===== src/rtl/mpab_pkg.sv =====
// Shared types and constants for the masked pixel alpha blend core.
package mpab_pkg;

    localparam int PIX_W   = 32;
    localparam int ALPHA_W = 8;
    localparam int CMD_W   = 4;
    localparam int SHIFT_W = 5;
    localparam int CFG_IDX_W = 3;

    // Configuration register indexes
    localparam logic [CFG_IDX_W-1:0] CFG_WIDE_PIXELS = 3'd0;
    localparam logic [CFG_IDX_W-1:0] CFG_RED_MASK    = 3'd1;
    localparam logic [CFG_IDX_W-1:0] CFG_GREEN_MASK  = 3'd2;
    localparam logic [CFG_IDX_W-1:0] CFG_BLUE_MASK   = 3'd3;
    localparam logic [CFG_IDX_W-1:0] CFG_ALPHA_MASK  = 3'd4;
    localparam logic [CFG_IDX_W-1:0] CFG_ALPHA_SHIFT = 3'd5;

    // Reset values
    localparam logic               RST_WIDE_PIXELS = 1'b1;
    localparam logic [PIX_W-1:0]   RST_RED_MASK    = 32'h00FF_0000;
    localparam logic [PIX_W-1:0]   RST_GREEN_MASK  = 32'h0000_FF00;
    localparam logic [PIX_W-1:0]   RST_BLUE_MASK   = 32'h0000_00FF;
    localparam logic [PIX_W-1:0]   RST_ALPHA_MASK  = 32'hFF00_0000;
    localparam logic [SHIFT_W-1:0] RST_ALPHA_SHIFT = 5'd24;

    // Blend modes (32-bit pixels)
    localparam logic [CMD_W-1:0] MODE_BLEND_COMBINE = 4'd0;
    localparam logic [CMD_W-1:0] MODE_BLEND_DEST_A  = 4'd1;
    localparam logic [CMD_W-1:0] MODE_BLEND_SRC_A   = 4'd2;
    localparam logic [CMD_W-1:0] MODE_COPY_SRC_A    = 4'd3;
    localparam logic [CMD_W-1:0] MODE_COPY_DEST_A   = 4'd4;
    localparam logic [CMD_W-1:0] MODE_COPY_COMBINE  = 4'd5;
    localparam logic [CMD_W-1:0] MODE_COPY_OPAQUE   = 4'd6;
    localparam logic [CMD_W-1:0] MODE_KEEP_SRC_A    = 4'd7;
    localparam logic [CMD_W-1:0] MODE_KEEP_COMBINE  = 4'd8;
    localparam logic [CMD_W-1:0] MODE_KEEP_COND     = 4'd9;

    localparam logic [ALPHA_W-1:0] ALPHA_OPAQUE = 8'hFF;

    typedef enum logic [1:0] {
        COL_BLEND,
        COL_COPY,
        COL_KEEP
    } colour_sel_t;

    typedef enum logic [2:0] {
        AL_ZERO,
        AL_COMBINED,
        AL_DEST,
        AL_SRC,
        AL_OPAQUE,
        AL_COND
    } alpha_sel_t;

    typedef struct packed {
        logic               wide_pixels;
        logic [PIX_W-1:0]   red_mask;
        logic [PIX_W-1:0]   green_mask;
        logic [PIX_W-1:0]   blue_mask;
        logic [PIX_W-1:0]   alpha_mask;
        logic [SHIFT_W-1:0] alpha_shift;
    } cfg_t;

endpackage


===== src/rtl/mpab_chan.sv =====
// One masked channel blend: (d&m) + (((s&m) - (d&m)) * a >> 8), masked, 32-bit wrap.
module mpab_chan (
    input  logic [mpab_pkg::PIX_W-1:0]   dest,
    input  logic [mpab_pkg::PIX_W-1:0]   src,
    input  logic [mpab_pkg::PIX_W-1:0]   mask,
    input  logic [mpab_pkg::ALPHA_W-1:0] alpha,
    output logic [mpab_pkg::PIX_W-1:0]   mixed
);
    import mpab_pkg::*;

    logic [PIX_W-1:0]         dm;
    logic [PIX_W-1:0]         sm;
    logic [PIX_W-1:0]         diff;
    logic [PIX_W-1:0]         prod;
    logic [PIX_W-1:0]         scaled;

    always_comb
    begin
        dm     = dest & mask;
        sm     = src & mask;
        diff   = sm - dm;
        // product wraps at 32 bits before the shift
        prod   = diff * {24'b0, alpha};
        scaled = {8'b0, prod[PIX_W-1:8]};
        mixed  = (dm + scaled) & mask;
    end

endmodule


===== src/rtl/mpab_datapath.sv =====
// Mode decode and channel assembly for one pixel.
module mpab_datapath (
    input  mpab_pkg::cfg_t               cfg,
    input  logic [mpab_pkg::CMD_W-1:0]   cmd,
    input  logic [mpab_pkg::PIX_W-1:0]   dest_pixel,
    input  logic [mpab_pkg::PIX_W-1:0]   src_color,
    input  logic [mpab_pkg::ALPHA_W-1:0] alpha,
    output logic [mpab_pkg::PIX_W-1:0]   new_pixel
);
    import mpab_pkg::*;

    logic [PIX_W-1:0] d_use;
    logic [PIX_W-1:0] mix_r;
    logic [PIX_W-1:0] mix_g;
    logic [PIX_W-1:0] mix_b;
    logic [PIX_W-1:0] mix_a;
    logic [PIX_W-1:0] destal;
    logic [PIX_W-1:0] combined_sum;
    logic [PIX_W-1:0] combined;
    logic [PIX_W-1:0] srcal;
    logic [PIX_W-1:0] opaqueal;
    logic [PIX_W-1:0] al;
    logic [PIX_W-1:0] rgb_mask;
    logic [PIX_W-1:0] colour;
    logic [PIX_W-1:0] narrow_pix;
    colour_sel_t      col_sel;
    alpha_sel_t       al_sel;

    // narrow pixels use only the low half of the destination
    assign d_use = cfg.wide_pixels ? dest_pixel : {16'b0, dest_pixel[15:0]};

    mpab_chan u_red   (.dest(d_use), .src(src_color), .mask(cfg.red_mask),
                       .alpha(alpha), .mixed(mix_r));
    mpab_chan u_green (.dest(d_use), .src(src_color), .mask(cfg.green_mask),
                       .alpha(alpha), .mixed(mix_g));
    mpab_chan u_blue  (.dest(d_use), .src(src_color), .mask(cfg.blue_mask),
                       .alpha(alpha), .mixed(mix_b));
    mpab_chan u_alpha (.dest(d_use), .src(src_color), .mask(cfg.alpha_mask),
                       .alpha(alpha), .mixed(mix_a));

    always_comb
    begin
        col_sel = COL_COPY;
        al_sel  = AL_ZERO;
        unique case (cmd)
            MODE_BLEND_COMBINE: begin col_sel = COL_BLEND; al_sel = AL_COMBINED; end
            MODE_BLEND_DEST_A:  begin col_sel = COL_BLEND; al_sel = AL_DEST;     end
            MODE_BLEND_SRC_A:   begin col_sel = COL_BLEND; al_sel = AL_SRC;      end
            MODE_COPY_SRC_A:    begin col_sel = COL_COPY;  al_sel = AL_SRC;      end
            MODE_COPY_DEST_A:   begin col_sel = COL_COPY;  al_sel = AL_DEST;     end
            MODE_COPY_COMBINE:  begin col_sel = COL_COPY;  al_sel = AL_COMBINED; end
            MODE_COPY_OPAQUE:   begin col_sel = COL_COPY;  al_sel = AL_OPAQUE;   end
            MODE_KEEP_SRC_A:    begin col_sel = COL_KEEP;  al_sel = AL_SRC;      end
            MODE_KEEP_COMBINE:  begin col_sel = COL_KEEP;  al_sel = AL_COMBINED; end
            MODE_KEEP_COND:     begin col_sel = COL_KEEP;  al_sel = AL_COND;     end
            default:            begin col_sel = COL_COPY;  al_sel = AL_ZERO;     end
        endcase
    end

    always_comb
    begin
        destal       = dest_pixel & cfg.alpha_mask;
        combined_sum = (destal >> cfg.alpha_shift) + {24'b0, alpha};
        combined     = (combined_sum >> 1) << cfg.alpha_shift;
        srcal        = {24'b0, alpha} << cfg.alpha_shift;
        opaqueal     = {24'b0, ALPHA_OPAQUE} << cfg.alpha_shift;

        case (al_sel)
            AL_COMBINED: al = combined;
            AL_DEST:     al = destal;
            AL_SRC:      al = srcal;
            AL_OPAQUE:   al = opaqueal;
            AL_COND:     al = (destal == '0 || alpha == '0) ? '0 : combined;
            default:     al = '0;
        endcase
        if (cfg.alpha_mask == '0)
            al = '0;

        rgb_mask = cfg.red_mask | cfg.green_mask | cfg.blue_mask;
        if (col_sel == COL_BLEND && alpha != ALPHA_OPAQUE)
            colour = mix_r | mix_g | mix_b;
        else if (col_sel == COL_KEEP)
            colour = dest_pixel & rgb_mask;
        else
            colour = src_color & rgb_mask;

        // a zero alpha mask makes mix_a zero on its own
        narrow_pix = {16'b0, 16'(mix_r | mix_g | mix_b | mix_a)};
        new_pixel  = cfg.wide_pixels ? (colour | al) : narrow_pix;
    end

endmodule


===== src/rtl/masked_pixel_alpha_blend_core.sv =====
// Top level of the masked pixel alpha blend core: registers, handshake and config.
//
// Blends one packed pixel per word: each word carries a blend mode (cmd), the
// destination pixel, the source color and an 8-bit alpha, and yields one packed
// new_pixel. The core is a two-register pipeline: an input register captures the
// word, one pass of logic (four 32x8 channel multipliers, mode decode and the
// alpha-channel shifts) feeds the result register. It takes one word every clock
// cycle while in_stall is low, and its result is registered; the single pass of
// channel multipliers sets the clock period. in_stall rises only when both
// registers hold words and out_stall is high, so up to two words sit inside
// while the output is held off. Channel masks, alpha position and pixel width
// come from the cfg_we/cfg_index/cfg_data port (index 0 wide_pixels, 1 red,
// 2 green, 3 blue, 4 alpha masks, 5 alpha_shift); writes to other indexes are
// dropped. Change them only while no word is inside the core.
module masked_pixel_alpha_blend_core (
    input  logic                               clk,
    input  logic                               rst_n,
    input  logic                               cfg_we,
    input  logic [mpab_pkg::CFG_IDX_W-1:0]     cfg_index,
    input  logic [mpab_pkg::PIX_W-1:0]         cfg_data,
    input  logic                               in_valid,
    output logic                               in_stall,
    input  logic [mpab_pkg::CMD_W-1:0]         cmd,
    input  logic [mpab_pkg::PIX_W-1:0]         dest_pixel,
    input  logic [mpab_pkg::PIX_W-1:0]         src_color,
    input  logic [mpab_pkg::ALPHA_W-1:0]       alpha,
    output logic                               out_valid,
    input  logic                               out_stall,
    output logic [mpab_pkg::PIX_W-1:0]         new_pixel
);
    import mpab_pkg::*;

    cfg_t               cfg_reg;
    logic               s1_valid_reg;
    logic [CMD_W-1:0]   cmd_reg;
    logic [PIX_W-1:0]   dest_reg;
    logic [PIX_W-1:0]   src_reg;
    logic [ALPHA_W-1:0] alpha_reg;
    logic               s2_valid_reg;
    logic [PIX_W-1:0]   pix_reg;
    logic [PIX_W-1:0]   pix_next;
    logic               in_take;
    logic               s2_load;

    // Configuration registers
    always_ff @(posedge clk or negedge rst_n)
    begin
        if (!rst_n)
        begin
            cfg_reg.wide_pixels <= RST_WIDE_PIXELS;
            cfg_reg.red_mask    <= RST_RED_MASK;
            cfg_reg.green_mask  <= RST_GREEN_MASK;
            cfg_reg.blue_mask   <= RST_BLUE_MASK;
            cfg_reg.alpha_mask  <= RST_ALPHA_MASK;
            cfg_reg.alpha_shift <= RST_ALPHA_SHIFT;
        end
        else if (cfg_we)
        begin
            unique case (cfg_index)
                CFG_WIDE_PIXELS: cfg_reg.wide_pixels <= cfg_data[0];
                CFG_RED_MASK:    cfg_reg.red_mask    <= cfg_data;
                CFG_GREEN_MASK:  cfg_reg.green_mask  <= cfg_data;
                CFG_BLUE_MASK:   cfg_reg.blue_mask   <= cfg_data;
                CFG_ALPHA_MASK:  cfg_reg.alpha_mask  <= cfg_data;
                CFG_ALPHA_SHIFT: cfg_reg.alpha_shift <= cfg_data[SHIFT_W-1:0];
                default:         ;
            endcase
        end
    end

    // Handshake: stage 2 loads a word from stage 1 whenever it is empty or being drained
    assign s2_load  = s1_valid_reg && (!s2_valid_reg || !out_stall);
    assign in_stall = s1_valid_reg && !s2_load;
    assign in_take  = in_valid && !in_stall;

    always_ff @(posedge clk or negedge rst_n)
    begin
        if (!rst_n)
        begin
            s1_valid_reg <= 1'b0;
            s2_valid_reg <= 1'b0;
        end
        else
        begin
            if (in_take)
                s1_valid_reg <= 1'b1;
            else if (s2_load)
                s1_valid_reg <= 1'b0;

            if (s2_load)
                s2_valid_reg <= 1'b1;
            else if (!out_stall)
                s2_valid_reg <= 1'b0;
        end
    end

    // Input word register
    always_ff @(posedge clk)
    begin
        if (in_take)
        begin
            cmd_reg   <= cmd;
            dest_reg  <= dest_pixel;
            src_reg   <= src_color;
            alpha_reg <= alpha;
        end
    end

    mpab_datapath u_datapath (
        .cfg        (cfg_reg),
        .cmd        (cmd_reg),
        .dest_pixel (dest_reg),
        .src_color  (src_reg),
        .alpha      (alpha_reg),
        .new_pixel  (pix_next)
    );

    // Result register
    always_ff @(posedge clk)
    begin
        if (s2_load)
            pix_reg <= pix_next;
    end

    assign out_valid = s2_valid_reg;
    assign new_pixel = pix_reg;

    // Stall toward the source only when both registers are occupied
    a_stall_full: assert property (@(posedge clk) disable iff (!rst_n)
        in_stall |-> (s1_valid_reg && s2_valid_reg && out_stall))
        else $error("in_stall raised with a free register");

    // An accepted word always lands in the input register
    a_take_lands: assert property (@(posedge clk) disable iff (!rst_n)
        in_take |=> s1_valid_reg)
        else $error("accepted word lost");

    // A blocked input word holds its payload
    a_s1_hold: assert property (@(posedge clk) disable iff (!rst_n)
        (s1_valid_reg && !s2_load) |=>
            (s1_valid_reg && $stable(dest_reg) && $stable(src_reg)
             && $stable(cmd_reg) && $stable(alpha_reg)))
        else $error("input register changed while blocked");

    // Narrow pixel results keep the upper half clear
    a_narrow_upper: assert property (@(posedge clk) disable iff (!rst_n)
        (s2_load && !cfg_reg.wide_pixels) |=> (new_pixel[31:16] == 16'h0000))
        else $error("narrow pixel result has upper bits set");

endmodule


===== config.mk =====
export PLATFORM = sky130hd
export DESIGN_NAME = masked_pixel_alpha_blend_core
export DESIGN_NICKNAME = d
export VERILOG_FILES = /design/src/rtl/mpab_pkg.sv /design/src/rtl/mpab_chan.sv /design/src/rtl/mpab_datapath.sv /design/src/rtl/masked_pixel_alpha_blend_core.sv
export SDC_FILE = /design/constraint.sdc
export NUM_CORES = 2
export LEC_CHECK = 0
export BUFFER_PORTS_ARGS = -buffer_cell sky130_fd_sc_hd__buf_2
export CORE_MARGIN = 5
export CORE_UTILIZATION = 60
export DETAILED_ROUTE_END_ITERATION = 8
export GPL_TIMING_DRIVEN = 0
export HOLD_SLACK_MARGIN = 0.12
export PLACE_DENSITY = 0.77
export SYNTH_ARGS = -nofsm -noshare
export SYNTH_HDL_FRONTEND = slang
export SYNTH_SLANG_ARGS = --single-unit

===== constraint.sdc =====
create_clock -name clk -period 16.71 [get_ports clk]
set_input_delay 1.671 -clock clk [delete_from_list [all_inputs] [get_ports clk]]
set_output_delay 1.671 -clock clk [all_outputs]
set_load 0.005 [all_outputs]

; ---- After elaboration in Yosys (flattened, before gate mapping)
; Memories as Yosys holds them, arrays and structs flattened. A register that Yosys moved wholly into a read port is not among the register bits.
; Index checks and enable logic that the tools add are counted.
[classes]
n_shift = 4
muxes = 12
addsub = 9
multipliers = 4
bitwise = 21
eq_ne = 13
reduce_logical = 22
[ops]
columns = operator, n
row1 = 32-bit bitwise AND, 14
row2 = 32-bit 2-to-1 mux, 5
row3 = 32-bit OR, 5
row4 = 32-bit case mux with 5 select lines, 1
row5 = 32-bit subtractor, 4
row6 = 32-bit by 24-bit adder with 32-bit output, 3
row7 = 32-bit by 8-bit multiplier with 32-bit output, 3
row8 = 32-bit zero test, 2
row9 = 32-bit by 8-bit adder with 32-bit output, 1
row10 = 32-bit by 8-bit multiplier with 24-bit output, 1
row11 = 31-bit by 5-bit << shifter with 32-bit output, 1
row12 = 8-bit by 5-bit << shifter with 32-bit output, 1
row13 = "8-bit by 5-bit << shifter with 32-bit output, first input constant", 1
row14 = 32-bit by 5-bit right shift with 32-bit output, 1
row15 = 16-bit adder, 1
row16 = 16-bit bitwise AND, 1
row17 = 16-bit 2-to-1 mux, 1
row18 = 16-bit OR, 1
row19 = "3-bit by 2-bit equality test with 1-bit output, second input constant", 4
row20 = "3-bit equality test, second input constant", 4
row21 = 2-bit AND reduction, 6
row22 = 8-bit zero test, 1
row23 = "8-bit != test, second input constant", 1
row24 = "3-bit by 1-bit equality test with 1-bit output, second input constant", 2
row25 = other kinds (10), 20
[word_totals]
out_inout_bits = 34
n_memories = 1
reg_bits = 244
input_bits = 116
word_cells = 100
rom_bits = 80
[memory_table]
columns = name, words, width, read_ports, rd_ports_with_merged_regs, wr, line_no
row1 = (name not given), 16, 5, 1, 1, 0, mpab_datapath.sv:45  ; unique case (cmd)

; ---- Logic depth before layout (Yosys ltp)
[logic_depth]
word_depth = 11
depth_mapped = 45
depth_no_buf = 44

; ---- Hierarchy
; Synthesis repeated with hierarchy kept, for this count alone.
[hier_totals]
hier_cells = 6412
area_unflattened_um2 = 55594.6
[by_module_without_submodules]
columns = module, seq_area_each_um2, cells_per_inst, instances, area_each_um2
row1 = mpab_chan (u_datapath.u_alpha), 0.0, 1229, 1, 9880.7
row2 = mpab_chan (u_datapath.u_red), 0.0, 1200, 1, 9698.1
row3 = mpab_chan (u_datapath.u_blue), 0.0, 1184, 1, 9666.8
row4 = mpab_chan (u_datapath.u_green), 0.0, 1180, 1, 9626.7
row5 = masked_pixel_alpha_blend_core, 6690.2, 405, 1, 8597.0
row6 = mpab_datapath, 0.0, 1214, 1, 8125.3

; ---- Worst setup path before layout
; No wires, ideal clock.
[synth_path]
path_type = register -> register
startpoint = register cfg_reg[133] (netlist name)
endpoint = register pix_reg[26] (netlist: new_pixel[26]), data pin
path_buffers = 5
arrival_ns = 9.747
setup_slack_ns = 6.703
path_stages_with_launch = 43
required_ns = 16.449
period_less_slack_ns = 10.007
setup_ns = 0.261
path_cell_list = dfstp_2 clkbuf_1 clkbuf_1 clkbuf_1 clkbuf_1 clkbuf_1 nand3_1 ha_1 a21o_1 a21o_1 nand3_1 nand2_1 a41oi_1 nand2b_1 a21o_1 xor2_1 and2_1 fa_1 [... 7 more ...] a21oi_1 o21ai_0 a22o_1 nand2_1 o21ai_0 o41ai_1 xnor3_1 xnor3_1 xor2_1 ha_1 nor3_1 o311ai_0 o211ai_1 or3_1 xor2_1 a222oi_1 o21ai_0 a221o_1
[synth_via]
elab_chain_len = 10
elab_cells_between_ends = 20
cone_classes = add/sub: 6 / mul: 3 / mux: 2 / bitwise: 9
[synth_rtl]
columns = element, line_no
row1 = start: declaration, masked_pixel_alpha_blend_core.sv:33  ; cfg_t cfg_reg;
row2 = 32-bit 2-to-1 mux, mpab_datapath.sv:30  ; assign d_use = cfg.wide_pixels ? dest_pixel : {16'b0, dest_pixel[15:0]};
row3 = 32-bit bitwise AND, mpab_chan.sv:19  ; dm = dest & mask;
row4 = 32-bit subtractor, mpab_chan.sv:21  ; diff = sm - dm;
row5 = 32-bit by 8-bit multiplier with 32-bit output, mpab_chan.sv:23  ; prod = diff * {24'b0, alpha};
row6 = 32-bit by 24-bit adder with 32-bit output, mpab_chan.sv:25  ; mixed = (dm + scaled) & mask;
row7 = 32-bit bitwise AND, mpab_chan.sv:25
row8 = 32-bit OR (2 in series), mpab_datapath.sv:81  ; colour = mix_r | mix_g | mix_b;
row9 = 32-bit 2-to-1 mux, mpab_datapath.sv:80  ; if (col_sel == COL_BLEND && alpha != ALPHA_OPAQUE)
row10 = 32-bit OR, mpab_datapath.sv:89  ; new_pixel = cfg.wide_pixels ? (colour | al) : narrow_pix;
row11 = end signal: assignment, masked_pixel_alpha_blend_core.sv:122  ; pix_reg <= pix_next;
row12 = end: declaration, masked_pixel_alpha_blend_core.sv:40  ; logic [PIX_W-1:0] pix_reg;
; Parallel ways exist; a longest one is shown, timed or not.
; A chain may end at the register's enable or synchronous reset.

; ---- Worst setup path after layout
[layout_path]
startpoint = register cfg_reg[133] (netlist name)
endpoint = register pix_reg[25] (netlist: new_pixel[25]), data pin
; The elaborated chain is that of the path after synthesis.

==> metrics.txt <==
starting utilization of the core area=60.5%; vias per inst=6.49; per-cell routed wire length=27.6 um; number of flops mapped to enable cells by yosys=108; start-to-end type of the worst setup path=reg -> reg; height of the die=297 um; total negative setup slack=0 ns; dominant cell type by area after synthesis=sky130_fd_sc_hd__fa_1; number of detailed-routing iterations run before antenna repair=8; Least-Margin Pin Slew=1.59 ns; total die area=88500 um^2; Top FF cell, synth=sky130_fd_sc_hd__edfxtp_1; overflow left after global routing=0; horizontal extent of the die=297 um; cell at the root of the clock tree=sky130_fd_sc_hd__clkbuf_16; Bufs on Longest Clock Path=3; register area share after synthesis=13.7%; clock tree from TritonCTS=done; register bit total from synthesis=249; gp weighted congestion=1.11; complex-gate fraction of the synthesized area=13.0%; Inserted Clock Buffers=28; setup violators final=0; gate count after technology mapping=5724; dpl hpwl=161 mm; net count reported at finish=6965; final worst path period need=15.18 ns; Critical Path Max Stage Delay=1.29 ns; number of standard-cell rows in the floorplan=105; area share of the largest cell type after synthesis=23.5%; number of warnings reported in the yosys synthesis log=0; failing checks=max-capacitance violations, max-slew violations; growth of design area from synthesis to finish=6.36%; total number of vias=45500; critical path launch point type=register; arrival time of the worst setup path=15.42 ns; Clock Pin Slew Worst Setup and Hold Paths=0.06 ns; post-CTS resize count=0; biggest area contributors in the synthesized netlist=sky130_fd_sc_hd__fa_1, sky130_fd_sc_hd__ha_1, sky130_fd_sc_hd__and2_1, sky130_fd_sc_hd__edfxtp_1, sky130_fd_sc_hd__inv_1; antenna violations before repair=22; parity-gate share of the synthesized area counting xor and xnor cells=6.05%; dominant combinational cell family by area after synthesis=adder cells; number of violations of the max-capacitance limit=6; final max-slew violation count=41; Iter 0 DRT Violations=5573; maximum operating frequency=0.0659 GHz; Port-buffer cells=149; maximum number of pins on one net before global-route repair=99; number of post-CTS setup repair buffers=0; fraction of synthesized area in multiplexers=6.23%; outcome=finished with violations; clk sink count=249; DRC violation count after routing=0; latest clock arrival within the worst-skew pair=0.59 ns; hold-fix buffers at CTS=0; final hold violation count=0; core area=82000 um^2; deepest level of the CTS H-tree=1; post-synthesis instance area=49600 um^2; required time of the critical path=16.95 ns; Cell variety after synth=97; residual antenna-violating net count after detailed routing=0; fraction of the mapped netlist area in adder cells=32.6%; most frequent cell on the critical path=sky130_fd_sc_hd__clkbuf_1; post-synthesis net count=6782; number of flip-flops under the largest register name=134; first-pass GRT wire length=283 mm; relative slew slack=-8.92%; simple-gate share of the synthesized area=21.6%; Critical Path Sink Type=register; type of the most critical hold path=reg -> reg; overall routing resource usage=42.6%; period utilization=90.9%; total I/O pin count=150; layout cells sized above 1=7.93%; largest fanout of any net on the critical path=10; Clock Skew=0.0212 ns; total wirelength of the detailed-routed design=194 mm; share of flip-flops with an asynchronous set or reset after synthesis=54.6%; CP max stage cell=sky130_fd_sc_hd__a2111oi_0; unrepaired setup endpoints after global routing=no; Post-Synthesis Mean Instance Area=8.66 um^2; via count of the first global-routing pass=44000
path summary, 6_finish.rpt:
check                             startpoint       endpoint  depth (start not counted)  slack [ns]
worst max-delay path            cfg_reg[133]  new_pixel[25]                         40        1.53
worst min register to register  s1_valid_reg      out_valid                          1        0.50
min in group asynchronous              rst_n    cfg_reg[99]                          1        1.01
max in group asynchronous              rst_n    cfg_reg[37]                          2       14.80
worst max register to register  cfg_reg[133]  new_pixel[25]                         40        1.53
worst min-delay path            s1_valid_reg      out_valid                          1        0.50
cell usage in the layout, fill, tap and decap left out, types with 19 or more instances in the layout:
cell / Yosys / final
sky130_fd_sc_hd__a211oi_1: 28 / 28
sky130_fd_sc_hd__a21o_1: 99 / 99
sky130_fd_sc_hd__a21oi_1: 230 / 230
sky130_fd_sc_hd__a22oi_1: 21 / 21
sky130_fd_sc_hd__a31oi_1: 34 / 34
sky130_fd_sc_hd__and2_1: 679 / 679
sky130_fd_sc_hd__and3_1: 32 / 32
sky130_fd_sc_hd__buf_1: 19 / 19
sky130_fd_sc_hd__buf_2: 6 / 154
sky130_fd_sc_hd__clkbuf_1: 186 / 186
sky130_fd_sc_hd__clkbuf_16: 0 / 28
sky130_fd_sc_hd__dfrtp_1: 101 / 101
sky130_fd_sc_hd__dfstp_2: 35 / 35
sky130_fd_sc_hd__edfxtp_1: 108 / 108
sky130_fd_sc_hd__fa_1: 581 / 581
sky130_fd_sc_hd__ha_1: 361 / 361
sky130_fd_sc_hd__inv_1: 685 / 684
sky130_fd_sc_hd__mux2_2: 146 / 146
sky130_fd_sc_hd__mux2i_1: 60 / 60
sky130_fd_sc_hd__mux4_2: 37 / 37
sky130_fd_sc_hd__nand2_1: 539 / 539
sky130_fd_sc_hd__nand2b_1: 47 / 47
sky130_fd_sc_hd__nand3_1: 129 / 129
sky130_fd_sc_hd__nand4_1: 20 / 20
sky130_fd_sc_hd__nor2_1: 342 / 342
sky130_fd_sc_hd__nor2b_1: 62 / 62
sky130_fd_sc_hd__nor3_1: 122 / 121
sky130_fd_sc_hd__nor4_1: 33 / 33
sky130_fd_sc_hd__o211ai_1: 34 / 34
sky130_fd_sc_hd__o21a_1: 58 / 58
sky130_fd_sc_hd__o21ai_0: 192 / 192
sky130_fd_sc_hd__o21bai_1: 23 / 23
sky130_fd_sc_hd__o22ai_1: 21 / 21
sky130_fd_sc_hd__or3_1: 22 / 22
sky130_fd_sc_hd__xnor2_1: 215 / 215
sky130_fd_sc_hd__xor2_1: 99 / 99
synth_stat cells (all sizes together), types with 13 or more instances:
cell type    n
nand3      129
mux2       147
dfrtp      101
o21ai      208
and3        32
inv        687
o22ai       22
a222oi      16
xnor2      215
and2       680
nor4        34
nand4       20
nor3       122
a31o        17
nand3b      15
or3         22
o21bai      23
a221o       13
o211ai      35
a21o        99
edfxtp     108
a221oi      17
dfstp       35
a31oi       34
clkbuf     186
nor2       343
xor2        99
buf         26
ha         361
o221ai      16
mux2i       60
mux4        37
o21a        58
nand2b      47
nand2      539
a21oi      230
nor2b       62
a211oi      28
or2         13
fa         581
a22oi       21
per-layer routing:
| layer | vias up | part of all wire [%] | GRT usage (%) | routed length (um) |
|---|---|---|---|---|
| li1 | 19600 | - | - | - |
| met1 | 22300 | 38 | 57.5 | 74400 |
| met2 | 2950 | 41 | 61.9 | 80100 |
| met3 | 680 | 13 | 11.6 | 24400 |
| met4 | 18 | 7.6 | 24.5 | 14700 |
| met5 | - | 0.065 | 0 | 126 |
final cells by class:
| cell class | count | area, um^2 |
|---|---|---|
| Inverter | 689 | 2590 |
| Sequential cell | 249 | 6790 |
| Clock inverter | 19 | 194 |
| Antenna cell | 11 | 27.5 |
| Timing Repair Buffer | 153 | 842 |
| Tap cell | 1070 | 1340 |
| Clock buffer | 33 | 729 |
| Fill cell | 7129 | 29200 |
| Buffer | 212 | 816 |
| Multi-Input combinational cell | 4574 | 39400 |
critical path: cells and delay by family (launching register included):
| kind | cells | cell delay [ns] |
|---|---|---|
| AO/OA/AOI/OAI | 13 | 4.76 |
| adder cells (fa/ha/maj) | 7 | 3.01 |
| buffers and inverters | 7 | 2.98 |
| XOR/XNOR | 5 | 2.28 |
| AND/OR/NAND/NOR | 8 | 1.27 |
| flip-flops | 1 | 0.51 |
cell families (layout without fill, tap and decap cells):
family	Yosys count	count (layout)
AO/OA/AOI/OAI	967	967
XOR/XNOR	325	325
adder cells (fa/ha/maj)	942	942
multiplexers	244	244
AND/OR/NAND/NOR	2096	2096
other	0	11
buffers and inverters	901	1106
flip-flops	249	249
metrics by stage:
step                      hold slack [ns]  instances  util (%)  setup slack [ns]  cell area (um^2)
after global placement              0.467       6943      63.0              2.37             51700
after CTS                           0.501       6999      64.3              2.19             52700
after floorplan                     0.443       5724         -              6.70             49600
final                               0.498       7010      64.3              1.53             52700
after detailed placement            0.485       6947      63.2              2.25             51800
after global routing                0.552       6999      64.3              1.55             52700
Power is not shown: default switching activity piles up to over one toggle a cycle in this logic, so the estimate is an artifact.
